## src/rtl/core/nulk_pkg.sv

```systemverilog
// Shared types and constants for the nearest unique label keeper.
// Depends on nothing; every other file of the block imports this package.
package nulk_pkg;

    localparam int KEY_W          = 16;
    localparam int COORD_W        = 24;
    localparam int MAG_W          = COORD_W + 1;
    localparam int DIST_W         = 2 * MAG_W;
    localparam int CFG_INDEX_W    = 2;
    localparam int KEEP_COUNT_DEF = 5;
    localparam int QUEUE_DEPTH    = 2;

    // Configuration register indexes.
    typedef enum logic [CFG_INDEX_W-1:0] {
        CFG_CENTER_X = 2'd0,
        CFG_CENTER_Y = 2'd1
    } cfg_reg_t;

    typedef struct packed {
        logic [KEY_W-1:0]          label_key;
        logic signed [COORD_W-1:0] point_x;
        logic signed [COORD_W-1:0] point_y;
        logic                      first_of_set;
        logic                      last_of_set;
    } in_item_t;

    typedef struct packed {
        logic [KEY_W-1:0]          kept_key;
        logic signed [COORD_W-1:0] kept_x;
        logic signed [COORD_W-1:0] kept_y;
        logic                      final_entry;
    } out_item_t;

    // One classified item on its way from the front end to the table.
    typedef struct packed {
        logic [KEY_W-1:0]          label_key;
        logic signed [COORD_W-1:0] point_x;
        logic signed [COORD_W-1:0] point_y;
        logic                      first_of_set;
        logic                      last_of_set;
        logic [DIST_W-1:0]         sq_dist;
    } job_t;

endpackage

```

## src/rtl/core/nulk_front.sv

```systemverilog
// Front end: holds the center registers and computes the squared distance
// of each accepted item in a two-stage pipeline. Depends on nulk_pkg.
module nulk_front (
    input  logic                              clk,
    input  logic                              rst_n,
    input  logic                              cfg_valid,
    input  logic [nulk_pkg::CFG_INDEX_W-1:0]  cfg_index,
    input  logic signed [nulk_pkg::COORD_W-1:0] cfg_data,
    input  logic                              in_valid,
    output logic                              in_stall,
    input  nulk_pkg::in_item_t                in_item,
    output logic                              push,
    input  logic                              queue_full,
    output nulk_pkg::job_t                    push_job
);
    import nulk_pkg::*;

    logic signed [COORD_W-1:0] center_x_reg, center_x_next;
    logic signed [COORD_W-1:0] center_y_reg, center_y_next;
    logic                      s1_valid_reg, s1_valid_next;
    logic                      s2_valid_reg, s2_valid_next;
    in_item_t                  s1_item_reg;
    in_item_t                  s2_item_reg;
    logic [MAG_W-1:0]          s1_mag_x_reg, s1_mag_y_reg;
    logic [DIST_W-1:0]         s2_sq_x_reg, s2_sq_y_reg;
    logic                      adv1, adv2, in_take;

    // Magnitude of a 25-bit difference; the most negative case reads as 2^24.
    function automatic logic [MAG_W-1:0] abs_diff(
        input logic signed [COORD_W-1:0] p,
        input logic signed [COORD_W-1:0] c
    );
        logic [MAG_W-1:0] d;
        begin
            d = {p[COORD_W-1], p} - {c[COORD_W-1], c};
            abs_diff = d[MAG_W-1] ? (~d + 1'b1) : d;
        end
    endfunction

    assign adv2     = !s2_valid_reg || !queue_full;
    assign adv1     = !s1_valid_reg || adv2;
    assign in_stall = !adv1;
    assign in_take  = in_valid && adv1;
    assign push     = s2_valid_reg && !queue_full;

    always_comb
    begin
        push_job.label_key    = s2_item_reg.label_key;
        push_job.point_x      = s2_item_reg.point_x;
        push_job.point_y      = s2_item_reg.point_y;
        push_job.first_of_set = s2_item_reg.first_of_set;
        push_job.last_of_set  = s2_item_reg.last_of_set;
        push_job.sq_dist      = s2_sq_x_reg + s2_sq_y_reg;
    end

    always_comb
    begin
        center_x_next = center_x_reg;
        center_y_next = center_y_reg;
        if (cfg_valid)
        begin
            case (cfg_index)
                CFG_CENTER_X: center_x_next = cfg_data;
                CFG_CENTER_Y: center_y_next = cfg_data;
                default:      center_x_next = center_x_reg;
            endcase
        end
        s1_valid_next = adv1 ? in_valid : s1_valid_reg;
        s2_valid_next = adv2 ? s1_valid_reg : s2_valid_reg;
    end

    always_ff @(posedge clk or negedge rst_n)
    begin
        if (!rst_n)
        begin
            center_x_reg <= '0;
            center_y_reg <= '0;
            s1_valid_reg <= 1'b0;
            s2_valid_reg <= 1'b0;
        end
        else
        begin
            center_x_reg <= center_x_next;
            center_y_reg <= center_y_next;
            s1_valid_reg <= s1_valid_next;
            s2_valid_reg <= s2_valid_next;
        end
    end

    always_ff @(posedge clk)
    begin
        if (in_take)
        begin
            s1_item_reg  <= in_item;
            s1_mag_x_reg <= abs_diff(in_item.point_x, center_x_reg);
            s1_mag_y_reg <= abs_diff(in_item.point_y, center_y_reg);
        end
        if (adv2 && s1_valid_reg)
        begin
            s2_item_reg <= s1_item_reg;
            s2_sq_x_reg <= s1_mag_x_reg * s1_mag_x_reg;
            s2_sq_y_reg <= s1_mag_y_reg * s1_mag_y_reg;
        end
    end

endmodule

```

## src/rtl/core/nulk_queue.sv

```systemverilog
// Short first-in first-out queue of classified items between the front end
// and the table engine. Depends on nulk_pkg.
module nulk_queue (
    input  logic           clk,
    input  logic           rst_n,
    input  logic           push,
    input  nulk_pkg::job_t push_job,
    output logic           full,
    input  logic           pop,
    output logic           empty,
    output nulk_pkg::job_t head
);
    import nulk_pkg::*;

    localparam int PTR_W = (QUEUE_DEPTH > 1) ? $clog2(QUEUE_DEPTH) : 1;
    localparam int CNT_W = $clog2(QUEUE_DEPTH + 1);

    job_t             entry_reg [QUEUE_DEPTH];
    logic [PTR_W-1:0] wr_ptr_reg, wr_ptr_next;
    logic [PTR_W-1:0] rd_ptr_reg, rd_ptr_next;
    logic [CNT_W-1:0] count_reg, count_next;
    logic             do_push, do_pop;

    function automatic logic [PTR_W-1:0] bump(input logic [PTR_W-1:0] p);
        begin
            bump = (p == PTR_W'(QUEUE_DEPTH - 1)) ? '0 : p + 1'b1;
        end
    endfunction

    assign full    = (count_reg == CNT_W'(QUEUE_DEPTH));
    assign empty   = (count_reg == '0);
    assign head    = entry_reg[rd_ptr_reg];
    assign do_push = push && !full;
    assign do_pop  = pop && !empty;

    always_comb
    begin
        wr_ptr_next = do_push ? bump(wr_ptr_reg) : wr_ptr_reg;
        rd_ptr_next = do_pop ? bump(rd_ptr_reg) : rd_ptr_reg;
        count_next  = count_reg;
        if (do_push && !do_pop)
        begin
            count_next = count_reg + 1'b1;
        end
        else if (do_pop && !do_push)
        begin
            count_next = count_reg - 1'b1;
        end
    end

    always_ff @(posedge clk or negedge rst_n)
    begin
        if (!rst_n)
        begin
            wr_ptr_reg <= '0;
            rd_ptr_reg <= '0;
            count_reg  <= '0;
        end
        else
        begin
            wr_ptr_reg <= wr_ptr_next;
            rd_ptr_reg <= rd_ptr_next;
            count_reg  <= count_next;
        end
    end

    always_ff @(posedge clk)
    begin
        if (do_push)
        begin
            entry_reg[wr_ptr_reg] <= push_job;
        end
    end

endmodule

```

## src/rtl/core/nulk_back.sv

```systemverilog
// Table engine: looks up, inserts or replaces entries, recomputes the
// farthest slot and emits the table through an output register. Depends on nulk_pkg.
module nulk_back #(
    parameter int KEEP_COUNT = nulk_pkg::KEEP_COUNT_DEF
) (
    input  logic                clk,
    input  logic                rst_n,
    input  logic                head_valid,
    input  nulk_pkg::job_t      head,
    output logic                pop,
    output logic                out_valid,
    input  logic                out_stall,
    output nulk_pkg::out_item_t out_item
);
    import nulk_pkg::*;

    localparam int SLOT_W = (KEEP_COUNT > 1) ? $clog2(KEEP_COUNT) : 1;
    localparam int CNT_W  = $clog2(KEEP_COUNT + 1);

    typedef enum logic [2:0] {
        ST_LOOKUP   = 3'b001,
        ST_FARTHEST = 3'b010,
        ST_EMIT     = 3'b100
    } back_state_t;

    back_state_t               state_reg, state_next;
    logic [CNT_W-1:0]          used_reg, used_next;
    logic [SLOT_W-1:0]         farthest_reg, farthest_next;
    logic                      last_reg, last_next;
    logic [SLOT_W-1:0]         emit_idx_reg, emit_idx_next;
    logic                      out_valid_reg, out_valid_next;
    out_item_t                 out_item_reg;

    logic [KEY_W-1:0]          slot_key_reg  [KEEP_COUNT];
    logic signed [COORD_W-1:0] slot_x_reg    [KEEP_COUNT];
    logic signed [COORD_W-1:0] slot_y_reg    [KEEP_COUNT];
    logic [DIST_W-1:0]         slot_dist_reg [KEEP_COUNT];

    logic [CNT_W-1:0]          eff_used;
    logic [SLOT_W-1:0]         far_eff;
    logic [KEEP_COUNT-1:0]     hit_vec, nearer_vec, win_vec;
    logic                      any_hit, room;
    logic [SLOT_W-1:0]         hit_idx, best_idx, wr_idx;
    logic                      wr_en, load_out, emit_final;

    // A first flag clears the table before the item is looked up.
    assign eff_used = head.first_of_set ? '0 : used_reg;
    assign far_eff  = head.first_of_set ? '0 : farthest_reg;
    assign room     = (eff_used < CNT_W'(KEEP_COUNT));
    assign any_hit  = |hit_vec;

    always_comb
    begin
        for (int i = 0; i < KEEP_COUNT; i++)
        begin
            hit_vec[i]    = (CNT_W'(i) < eff_used) && (slot_key_reg[i] == head.label_key);
            nearer_vec[i] = (head.sq_dist < slot_dist_reg[i]);
        end
        hit_idx = '0;
        for (int i = KEEP_COUNT - 1; i >= 0; i--)
        begin
            if (hit_vec[i])
            begin
                hit_idx = SLOT_W'(i);
            end
        end
    end

    // Slot i is the farthest when it beats every lower slot strictly and
    // every higher slot or equals it, so the lowest index wins ties.
    always_comb
    begin
        for (int i = 0; i < KEEP_COUNT; i++)
        begin
            win_vec[i] = (CNT_W'(i) < used_reg);
            for (int j = 0; j < KEEP_COUNT; j++)
            begin
                if (j != i && CNT_W'(j) < used_reg)
                begin
                    if (j < i)
                    begin
                        win_vec[i] = win_vec[i] && (slot_dist_reg[i] > slot_dist_reg[j]);
                    end
                    else
                    begin
                        win_vec[i] = win_vec[i] && (slot_dist_reg[i] >= slot_dist_reg[j]);
                    end
                end
            end
        end
        best_idx = '0;
        for (int i = KEEP_COUNT - 1; i >= 0; i--)
        begin
            if (win_vec[i])
            begin
                best_idx = SLOT_W'(i);
            end
        end
    end

    assign emit_final = ((CNT_W'(emit_idx_reg) + CNT_W'(1)) == used_reg);

    always_comb
    begin
        state_next    = state_reg;
        used_next     = used_reg;
        farthest_next = farthest_reg;
        last_next     = last_reg;
        emit_idx_next = emit_idx_reg;
        pop           = 1'b0;
        wr_en         = 1'b0;
        wr_idx        = '0;
        load_out      = 1'b0;
        case (state_reg)
            ST_LOOKUP:
            begin
                if (head_valid)
                begin
                    pop           = 1'b1;
                    used_next     = eff_used;
                    farthest_next = far_eff;
                    last_next     = head.last_of_set;
                    emit_idx_next = '0;
                    if (any_hit)
                    begin
                        wr_en  = nearer_vec[hit_idx];
                        wr_idx = hit_idx;
                    end
                    else if (room)
                    begin
                        wr_en     = 1'b1;
                        wr_idx    = eff_used[SLOT_W-1:0];
                        used_next = eff_used + 1'b1;
                    end
                    else
                    begin
                        wr_en  = nearer_vec[far_eff];
                        wr_idx = far_eff;
                    end
                    if (wr_en)
                    begin
                        state_next = ST_FARTHEST;
                    end
                    else if (head.last_of_set && used_next != '0)
                    begin
                        state_next = ST_EMIT;
                    end
                end
            end
            ST_FARTHEST:
            begin
                farthest_next = best_idx;
                emit_idx_next = '0;
                state_next    = last_reg ? ST_EMIT : ST_LOOKUP;
            end
            ST_EMIT:
            begin
                if (!out_valid_reg || !out_stall)
                begin
                    load_out      = 1'b1;
                    emit_idx_next = emit_idx_reg + 1'b1;
                    if (emit_final)
                    begin
                        state_next = ST_LOOKUP;
                    end
                end
            end
            default:
            begin
                state_next = ST_LOOKUP;
            end
        endcase
        out_valid_next = load_out || (out_valid_reg && out_stall);
    end

    always_ff @(posedge clk or negedge rst_n)
    begin
        if (!rst_n)
        begin
            state_reg     <= ST_LOOKUP;
            used_reg      <= '0;
            farthest_reg  <= '0;
            last_reg      <= 1'b0;
            emit_idx_reg  <= '0;
            out_valid_reg <= 1'b0;
        end
        else
        begin
            state_reg     <= state_next;
            used_reg      <= used_next;
            farthest_reg  <= farthest_next;
            last_reg      <= last_next;
            emit_idx_reg  <= emit_idx_next;
            out_valid_reg <= out_valid_next;
        end
    end

    always_ff @(posedge clk)
    begin
        if (wr_en)
        begin
            slot_key_reg[wr_idx]  <= head.label_key;
            slot_x_reg[wr_idx]    <= head.point_x;
            slot_y_reg[wr_idx]    <= head.point_y;
            slot_dist_reg[wr_idx] <= head.sq_dist;
        end
        if (load_out)
        begin
            out_item_reg.kept_key    <= slot_key_reg[emit_idx_reg];
            out_item_reg.kept_x      <= slot_x_reg[emit_idx_reg];
            out_item_reg.kept_y      <= slot_y_reg[emit_idx_reg];
            out_item_reg.final_entry <= emit_final;
        end
    end

    assign out_valid = out_valid_reg;
    assign out_item  = out_item_reg;

endmodule

```

## src/rtl/core/nearest_unique_label_keeper_top.sv

```systemverilog
// Top level of the nearest unique label keeper: front end, queue and table engine.
// Depends on nulk_pkg, nulk_front, nulk_queue and nulk_back.
//
// The block keeps up to KEEP_COUNT labeled points nearest to a center, at most
// one per label key. Input transactions (in_valid / in_stall / in_item) carry a
// key, a Q16.8 position and first/last flags. Output transactions (out_valid /
// out_stall / out_item) carry one held entry each, in slot order, with
// final_entry set on the last one; only items with the last flag produce them.
// The configuration channel (cfg_valid / cfg_ready, cfg_index, cfg_data) writes
// center_x at index 0 and center_y at index 1 and ignores other indexes;
// cfg_ready is always high, and the user must see that writes are made only while
// the block is idle; the block itself does not enforce this. Two front-end stages
// square the offsets and the queue adds one more register stage ahead of the table
// engine. The front end takes one item per cycle while in_stall is low; the engine
// handles an item that leaves the table unchanged in the lookup state alone, and
// one that writes a slot in the lookup state and then the farthest-slot recompute,
// and emits the held entries one at a time. A two-entry queue lets the front end
// keep accepting while the engine works or emits. Reset empties the table,
// pipeline and queue and zeroes the center. While out_stall is high the output
// register holds its entry; once queue and pipeline fill, in_stall rises.
module nearest_unique_label_keeper_top #(
    parameter int KEEP_COUNT = nulk_pkg::KEEP_COUNT_DEF
) (
    input  logic                                clk,
    input  logic                                rst_n,
    input  logic                                cfg_valid,
    output logic                                cfg_ready,
    input  logic [nulk_pkg::CFG_INDEX_W-1:0]    cfg_index,
    input  logic signed [nulk_pkg::COORD_W-1:0] cfg_data,
    input  logic                                in_valid,
    output logic                                in_stall,
    input  nulk_pkg::in_item_t                  in_item,
    output logic                                out_valid,
    input  logic                                out_stall,
    output nulk_pkg::out_item_t                 out_item
);
    import nulk_pkg::*;

    logic push, queue_full, queue_empty, pop;
    job_t push_job, head;

    // Configuration writes go straight into the center registers, so the port never pushes back.
    assign cfg_ready = 1'b1;

    nulk_front u_front (
        .clk        (clk),
        .rst_n      (rst_n),
        .cfg_valid  (cfg_valid),
        .cfg_index  (cfg_index),
        .cfg_data   (cfg_data),
        .in_valid   (in_valid),
        .in_stall   (in_stall),
        .in_item    (in_item),
        .push       (push),
        .queue_full (queue_full),
        .push_job   (push_job)
    );

    nulk_queue u_queue (
        .clk      (clk),
        .rst_n    (rst_n),
        .push     (push),
        .push_job (push_job),
        .full     (queue_full),
        .pop      (pop),
        .empty    (queue_empty),
        .head     (head)
    );

    nulk_back #(
        .KEEP_COUNT (KEEP_COUNT)
    ) u_back (
        .clk        (clk),
        .rst_n      (rst_n),
        .head_valid (!queue_empty),
        .head       (head),
        .pop        (pop),
        .out_valid  (out_valid),
        .out_stall  (out_stall),
        .out_item   (out_item)
    );

endmodule

```

## config.mk

```make
export PLATFORM = sky130hd
export DESIGN_NAME = nearest_unique_label_keeper_top
export DESIGN_NICKNAME = d
export VERILOG_FILES = /design/src/rtl/core/nulk_pkg.sv /design/src/rtl/core/nulk_front.sv /design/src/rtl/core/nulk_queue.sv /design/src/rtl/core/nulk_back.sv /design/src/rtl/core/nearest_unique_label_keeper_top.sv
export SDC_FILE = /design/constraint.sdc
export NUM_CORES = 2
export LEC_CHECK = 0
export BUFFER_PORTS_ARGS = -buffer_cell sky130_fd_sc_hd__buf_4
export CAP_MARGIN = 20
export CORE_AREA = 3 3 407 409
export DETAILED_ROUTE_END_ITERATION = 10
export DIE_AREA = 0 0 410 412
export PLACE_DENSITY = 0.88
export SYNTH_ARGS = -nofsm -noshare
export SYNTH_HDL_FRONTEND = slang
export SYNTH_SLANG_ARGS = --single-unit
```

## constraint.sdc

```tcl
create_clock -name clk -period 18.4 [get_ports clk]
set_input_delay 0.92 -clock clk [delete_from_list [all_inputs] [get_ports clk]]
set_output_delay 0.92 -clock clk [all_outputs]
set_load 0.005 [all_outputs]
```

# ---- After elaboration in Yosys (flattened, before gate mapping)
# Memory sizes are Yosys's and may differ from the RTL's. A register that Yosys moved wholly into a read port is not among the register bits.
# Index checks and enable logic that the tools add are counted.
dict set report totals {
  ff_bits 351
  mem_bits_rw 802
  input_bits 97
  out_inout_bits 68
  word_cells 240
  mem_count 5
}
dict set report classes {
  add_sub_neg 11
  mul 2
  n_lt_le_gt_ge 38
  eq_ne 15
  muxes 76
  bitwise 3
  reduce_logical 60
}
# name depth word_bits rd rd_clocked_by_memory_dff wr line_no
set memory_table {}
lappend memory_table {u_back.slot_dist_reg 5 50 5 0 1 nulk_back.sv:37} ;# logic [DIST_W-1:0] slot_dist_reg [KEEP_COUNT];
lappend memory_table {u_queue.entry_reg 2 116 1 0 1 nulk_queue.sv:18} ;# job_t entry_reg [QUEUE_DEPTH];
lappend memory_table {u_back.slot_x_reg 5 24 1 1 1 nulk_back.sv:35} ;# logic signed [COORD_W-1:0] slot_x_reg [KEEP_COUNT];
lappend memory_table {u_back.slot_y_reg 5 24 1 1 1 nulk_back.sv:36} ;# logic signed [COORD_W-1:0] slot_y_reg [KEEP_COUNT];
lappend memory_table {u_back.slot_key_reg 5 16 6 1 1 nulk_back.sv:34} ;# logic [KEY_W-1:0] slot_key_reg [KEEP_COUNT];
# operator n
set ops {}
lappend ops {{$ge 50x50->1} 10}
lappend ops {{$gt 50x50->1} 10}
lappend ops {{$lt 50x50->1} 5}
lappend ops {{$mul 25x25->50} 2}
lappend ops {{$mux 3} 29}
lappend ops {{$eq 16x16->1} 5}
lappend ops {{$add 25x1->25 const B} 2}
lappend ops {{$add 50x50->50} 1}
lappend ops {{$not 25->25} 2}
lappend ops {{$sub 24x24->25} 2}
lappend ops {{$mux 24} 2}
lappend ops {{$mux 1} 38}
lappend ops {{$logic_and 1x1->1} 34}
lappend ops {{$pmux 3 s3} 2}
lappend ops {{$lt 1x3->1 const A} 4}
lappend ops {{$lt 2x3->1 const A} 4}
lappend ops {{$logic_not 1->1} 9}
lappend ops {{$lt 3x4->1 const B} 2}
lappend ops {{$reduce_and 2->1} 4}
lappend ops {{$add 3x1->3 const B} 2}
lappend ops {{$bmux 1 s3} 2}
lappend ops {{$lt 3x3->1 const A} 2}
lappend ops {{$pmux 3 s2} 1}
lappend ops {{$reduce_bool 3->1} 2}
lappend ops {{other kinds (21)} 29}

# ---- Longest topological paths before layout
# An unclocked memory read counts as a cell.
dict set report depth {
  word_depth 18
  depth_mapped 30
  depth_no_buf 28
}

# ---- Hierarchy
# Synthesis repeated with hierarchy kept, for this count alone.
dict set report hier_totals {
  cells_unflattened 8838
  area_unflattened_um2 102366.9
}
# module n_inst cells_each area_per_inst_um2 seq_area_each_um2
set modules_own_cells {}
lappend modules_own_cells {nulk_front 1 5199 51445.6 9659.3}
lappend modules_own_cells {nulk_back 1 3256 42228.0 20861.3}
lappend modules_own_cells {nulk_queue 1 380 8678.3 7066.8}
lappend modules_own_cells {nearest_unique_label_keeper_top 1 3 15.0 0.0}

# ---- Least setup slack after synthesis
# Ideal clock, no wire load.
dict set report synth_path {
  kind {register to register}
  from {reg u_queue.rd_ptr_reg}
  to {mem u_back.slot_dist_reg[4][0] in the netlist's numbering (enable)}
  setup_ps 727
  arrival_ps 11967
  required_time_ps 17673
  setup_slack_ps 5706
  stages_incl_launch_ff 19
  path_buffers 5
  period_less_slack_ps 12694
  path_cell_list {dfrtp_1 > buf_6 > buf_6 > buf_2 > buf_1 > buf_1 > mux2_2 > ha_1 > a21o_1 > a221o_1 > a21o_1 > a211o_1 > a221oi_1 > o31a_1 > a211o_1 > a31oi_1 > o31ai_2 > a21oi_4 > nor3_1}
}
# item line_no
set synth_lines {}
lappend synth_lines {{start: declaration} nulk_queue.sv:20} ;# logic [PTR_W-1:0] rd_ptr_reg, rd_ptr_next;
lappend synth_lines {{start signal: assignment} nulk_queue.sv:62} ;# rd_ptr_reg <= rd_ptr_next;
lappend synth_lines {{end: declaration} nulk_back.sv:37}

# ---- Final worst setup path
dict set report layout_path {
  from {reg u_front.s1_mag_y_reg[4]}
  to {reg u_front.s2_sq_y_reg[44] (data pin)}
}
dict set report layout_between {
  elab_chain_cells 1
}
# item line_no
set layout_rtl {}
lappend layout_rtl {{start: declaration} nulk_front.sv:24} ;# logic [MAG_W-1:0] s1_mag_x_reg, s1_mag_y_reg;
lappend layout_rtl {{start signal: assignment} nulk_front.sv:96} ;# s1_mag_y_reg <= abs_diff(in_item.point_y, center_y_reg);
lappend layout_rtl {{$mul 25x25->50} nulk_front.sv:102} ;# s2_sq_y_reg <= s1_mag_y_reg * s1_mag_y_reg;
lappend layout_rtl {{end signal: assignment} nulk_front.sv:102}
lappend layout_rtl {{end: declaration} nulk_front.sv:25} ;# logic [DIST_W-1:0] s2_sq_x_reg, s2_sq_y_reg;
# No other way between the ends.
# A chain may end at the register's enable or synchronous reset.

==> metrics.txt <==
# TYPE chip_impl_metric gauge
chip_impl_info{name="status",value="complete, no violations"} 1
chip_impl_metric{name="place.detailed.hpwl",unit="um"} 211000
chip_impl_info{name="standard_cell_with_the_maximum_stage_delay_on_the_critical_path",value="edfxtp_1"} 1
chip_impl_metric{name="clk_path_buf_depth",unit=""} 3
chip_impl_metric{name="post_cts_resize_count",unit=""} 0
chip_impl_metric{name="drive_gt1_frac",unit=""} 0.0840
chip_impl_metric{name="io-pin-count",unit=""} 165
chip_impl_metric{name="largest_register_ff_count",unit=""} 250
chip_impl_metric{name="post_detailed_routing_wire_length",unit="um"} 288000
chip_impl_metric{name="dr.pass1.iters",unit=""} 8
chip_impl_metric{name="final.setup.worst_slack",unit="ns"} 9.49
chip_impl_metric{name="drt-wirelength-per-cell",unit="um"} 25.6
chip_impl_metric{name="clk_pin_slew_worst_paths",unit="ns"} 0.07
chip_impl_info{name="clockRootBuffer",value="clkbuf_16"} 1
chip_impl_metric{name="die_y",unit="um"} 412
chip_impl_metric{name="clock_latency",unit="ns"} 0.81
chip_impl_metric{name="vias",unit=""} 70000
chip_impl_metric{name="synth.avg_cell_area",unit="um^2"} 11.7
chip_impl_metric{name="drtIter0Drc",unit=""} 7052
chip_impl_metric{name="number_of_warnings_printed_during_yosys_synthesis",unit=""} 0
chip_impl_info{name="cts_tree",value="done"} 1
chip_impl_info{name="critical_path.endpoint",value="u_front.s2_sq_y_reg[44]$_DFFE_PP_"} 1
chip_impl_metric{name="antenna_found_initial",unit=""} 17
chip_impl_metric{name="finish.utilization",unit=""} 0.681
chip_impl_metric{name="design.die.area",unit="um^2"} 169000
chip_impl_metric{name="hold_buffers",unit=""} 0
chip_impl_metric{name="cp_data_arrival_time",unit="ns"} 9.39
chip_impl_info{name="yosys_most_used_dff",value="edfxtp_1"} 1
chip_impl_metric{name="slowest_delay",unit="ns"} 1.07
chip_impl_metric{name="route.detailed.drc",unit=""} 0
chip_impl_info{name="critical_r2r_launch",value="u_front.s1_mag_y_reg[4]$_DFFE_PP_"} 1
chip_impl_metric{name="r2r_cells",unit=""} 25
chip_impl_metric{name="fmax",unit="MHz"} 112
chip_impl_info{name="critical_path_startpoint",value="u_front.s1_mag_y_reg[4]$_DFFE_PP_"} 1
chip_impl_metric{name="ys_seq_area_frac",unit=""} 0.368
chip_impl_info{name="worstHoldPathType",value="primary input to asynchronous set/reset pin"} 1
chip_impl_metric{name="design_area",unit="um^2"} 111000
chip_impl_metric{name="worstPathMaxFanout",unit=""} 22
chip_impl_metric{name="antenna_left",unit=""} 0
chip_impl_metric{name="clock_buffers_created_by_tritoncts",unit=""} 131
chip_impl_metric{name="detailed_place.area",unit="um^2"} 106000
chip_impl_info{name="path_class",value="register to register"} 1
chip_impl_info{name="grt_setup_unrepaired",value="no"} 1
chip_impl_metric{name="gp_weighted_congestion",unit=""} 0.955
chip_impl_metric{name="grt_start_max_net_pins",unit=""} 77
chip_impl_metric{name="postCtsSetupRepairBufs",unit=""} 0
chip_impl_metric{name="syn-cell-area",unit="um^2"} 102000
chip_impl_metric{name="start_util",unit=""} 0.629
chip_impl_metric{name="design.final.nets",unit=""} 11200
chip_impl_metric{name="wire_length_of_the_first_global_routing_pass",unit="um"} 439000
chip_impl_info{name="path_delay_family",value="adder cells"} 1
chip_impl_metric{name="crit_required",unit="ns"} 18.88
chip_impl_metric{name="vias_per_cell",unit=""} 6.22
chip_impl_metric{name="report.final.hold_viol_count",unit=""} 0
chip_impl_metric{name="clock_sink_count",unit=""} 1263
chip_impl_metric{name="minimum_setup_slack_among_reg_to_reg_paths",unit="ns"} 9.49
chip_impl_metric{name="ys_seq_elements",unit=""} 1263
chip_impl_metric{name="globalRouteTotalUtil",unit=""} 0.344
chip_impl_metric{name="grt_overflow_total",unit=""} 0
chip_impl_metric{name="synth_edf_count",unit=""} 1195
chip_impl_metric{name="final.setup.tns",unit="ns"} 0
chip_impl_info{name="rr_endpoint",value="u_front.s2_sq_y_reg[44]$_DFFE_PP_"} 1
chip_impl_metric{name="fp.dieW",unit="um"} 410
chip_impl_metric{name="htree_levels",unit=""} 4
chip_impl_metric{name="detailedPlace.worstSlack",unit="ns"} 9.95
chip_impl_metric{name="slew_viol_final",unit=""} 0
chip_impl_metric{name="finalClockSkew",unit="ns"} 0.0874
chip_impl_info{name="crit_path_end_kind",value="register"} 1
chip_impl_info{name="timing.critical_path.from_type",value="register"} 1
chip_impl_metric{name="path_depth",unit=""} 25
chip_impl_metric{name="areaGrowthSynthToFinish",unit="%"} 8.24
chip_impl_metric{name="port_buffers",unit=""} 163
chip_impl_metric{name="timing.slew.headroom",unit=""} 0.154
chip_impl_metric{name="first_global_vias",unit=""} 74900
chip_impl_metric{name="number_of_buffers_and_inverters_on_the_critical_path",unit=""} 6
chip_impl_metric{name="core-area",unit="um^2"} 162000
chip_impl_metric{name="final.period_utilization",unit=""} 0.484
chip_impl_metric{name="row_count",unit=""} 148
chip_impl_metric{name="netlist-cell-type-count",unit=""} 99
chip_impl_metric{name="ys_async_sr_fraction",unit=""} 0.0538
chip_impl_metric{name="report.final.setup_viol",unit=""} 0
chip_impl_metric{name="timing.final.crit_period",unit="ns"} 8.91
chip_impl_metric{name="drv_cap",unit=""} 0
chip_impl_metric{name="netlist_instances",unit=""} 8741
chip_impl_metric{name="n_fill_cell",unit=""} 11000
chip_impl_metric{name="worst-slew-pin-transition",unit="ns"} 1.26
==> metrics by stage <==
stage | std cells | hold slack, ns
2_1_floorplan | 8788 | 0.400
3_3_place_gp | 11000 | 0.401
3_5_place_dp | 11000 | 0.405
4_1_cts | 11200 | 0.262
5_1_grt | 11300 | 0.266
6_report | 11300 | 0.260
==> cell families after synthesis <==
| logic type | share of synthesized area |
|---|---|
| adder cells (fa/ha/maj) | 0.335 |
| buffers and inverters | 0.0677 |
| AND/OR/NAND/NOR | 0.0788 |
| AO/OA/AOI/OAI | 0.0815 |
| flip-flops | 0.368 |
| XOR/XNOR | 0.0271 |
| multiplexers | 0.0420 |
| other | 0.0000735 |
==> final cells by class <==
| type | instances | area [um^2] | share of cell area |
|---|---|---|---|
| inverter | 1655 | 6210 | 0.0562 |
| antenna | 9 | 22.5 | 0.000204 |
| clock buffer | 159 | 3450 | 0.0312 |
| clock inverter | 76 | 880 | 0.00795 |
| tap | 2175 | 2720 | 0.0246 |
| timing repair buffer | 226 | 1780 | 0.0161 |
| sequential | 1263 | 37600 | 0.340 |
| multi-input combinational | 5689 | 57900 | 0.524 |
==> worst reg2reg max path: cells and delay by family, from the launching register on <==
family / cells / cell delay [ns]
AND/OR/NAND/NOR: 3 / 0.71
adder cells (fa/ha/maj): 8 / 3.63
buffers and inverters: 6 / 0.79
XOR/XNOR: 1 / 0.08
AO/OA/AOI/OAI: 7 / 2.36
flip-flops: 1 / 1.07
==> synthesized netlist by cell type, types with 23 or more instances <==
cell type	instances	area share
o21ai_0	186	0.0091
nor4_1	36	0.0022
a21o_1	382	0.028
and2_1	274	0.017
and3_1	26	0.0016
mux4_2	80	0.018
o31ai_1	23	0.0017
a31oi_1	24	0.0015
fa_1	944	0.18
nor3_1	73	0.0036
mux2_2	191	0.021
xor2_1	106	0.0091
nor2b_1	57	0.0035
o211ai_1	25	0.0018
xnor2_1	210	0.018
nand2_1	473	0.017
dfrtp_1	67	0.016
buf_1	26	0.00096
edfxtp_1	1195	0.35
a21oi_1	373	0.018
nand3_1	86	0.0042
o21a_1	40	0.0029
clkbuf_1	147	0.0054
nor2_1	271	0.010
inv_1	1655	0.061
nand4_1	177	0.011
a211oi_1	42	0.0031
ha_1	1225	0.15
nand2b_1	35	0.0021
==> worst min path at each step <==
stage / from / to / slack (ns)
final: rst_n / u_back.emit_idx_reg[1]$_DFFE_PN0P_ / 0.26
after floorplan: u_front.s1_item_reg[50]$_DFFE_PP_ / u_front.push_job[100]$_DFFE_PP_ / 0.40
after CTS: in_item[60] / u_front.s1_item_reg[60]$_DFFE_PP_ / 0.26
after global routing: in_item[60] / u_front.s1_item_reg[60]$_DFFE_PP_ / 0.27
after detailed placement: u_front.s1_item_reg[62]$_DFFE_PP_ / u_front.push_job[112]$_DFFE_PP_ / 0.40
after global placement: u_front.s1_item_reg[16]$_DFFE_PP_ / u_front.push_job[66]$_DFFE_PP_ / 0.40
==> cell usage in the layout (no fill, tap or decap), drive strengths merged, types with 40 or more instances in the layout <==
cell type / Yosys / layout
fa: 944 / 944
nand4: 177 / 177
nor2: 271 / 271
edfxtp: 1195 / 1195
nand3: 86 / 86
xnor2: 210 / 210
inv: 1655 / 1658
clkbuf: 147 / 159
ha: 1225 / 1225
nor3: 75 / 75
buf: 34 / 226
a211oi: 44 / 44
conb: 2 / 49
and2: 276 / 276
nor2b: 57 / 57
dfrtp: 67 / 67
nand2: 473 / 473
a21o: 382 / 382
o21a: 40 / 40
xor2: 106 / 106
clkinv: 0 / 59
nor4: 41 / 41
mux2: 191 / 191
a21oi: 375 / 375
mux4: 80 / 80
o21ai: 208 / 208
==> layer usage <==
| metal | GRT usage | vias to the layer above | wire, um |
|---|---|---|---|
| met1 | 0.418 | 34600 | 102000 |
| li1 | - | 30300 | - |
| met5 | 0 | - | 56 |
| met4 | 0.232 | 8 | 23200 |
| met2 | 0.564 | 3936 | 137000 |
| met3 | 0.0624 | 1109 | 24800 |
Power is not shown: default switching activity piles up to over one toggle a cycle in this logic, so the estimate is an artifact.
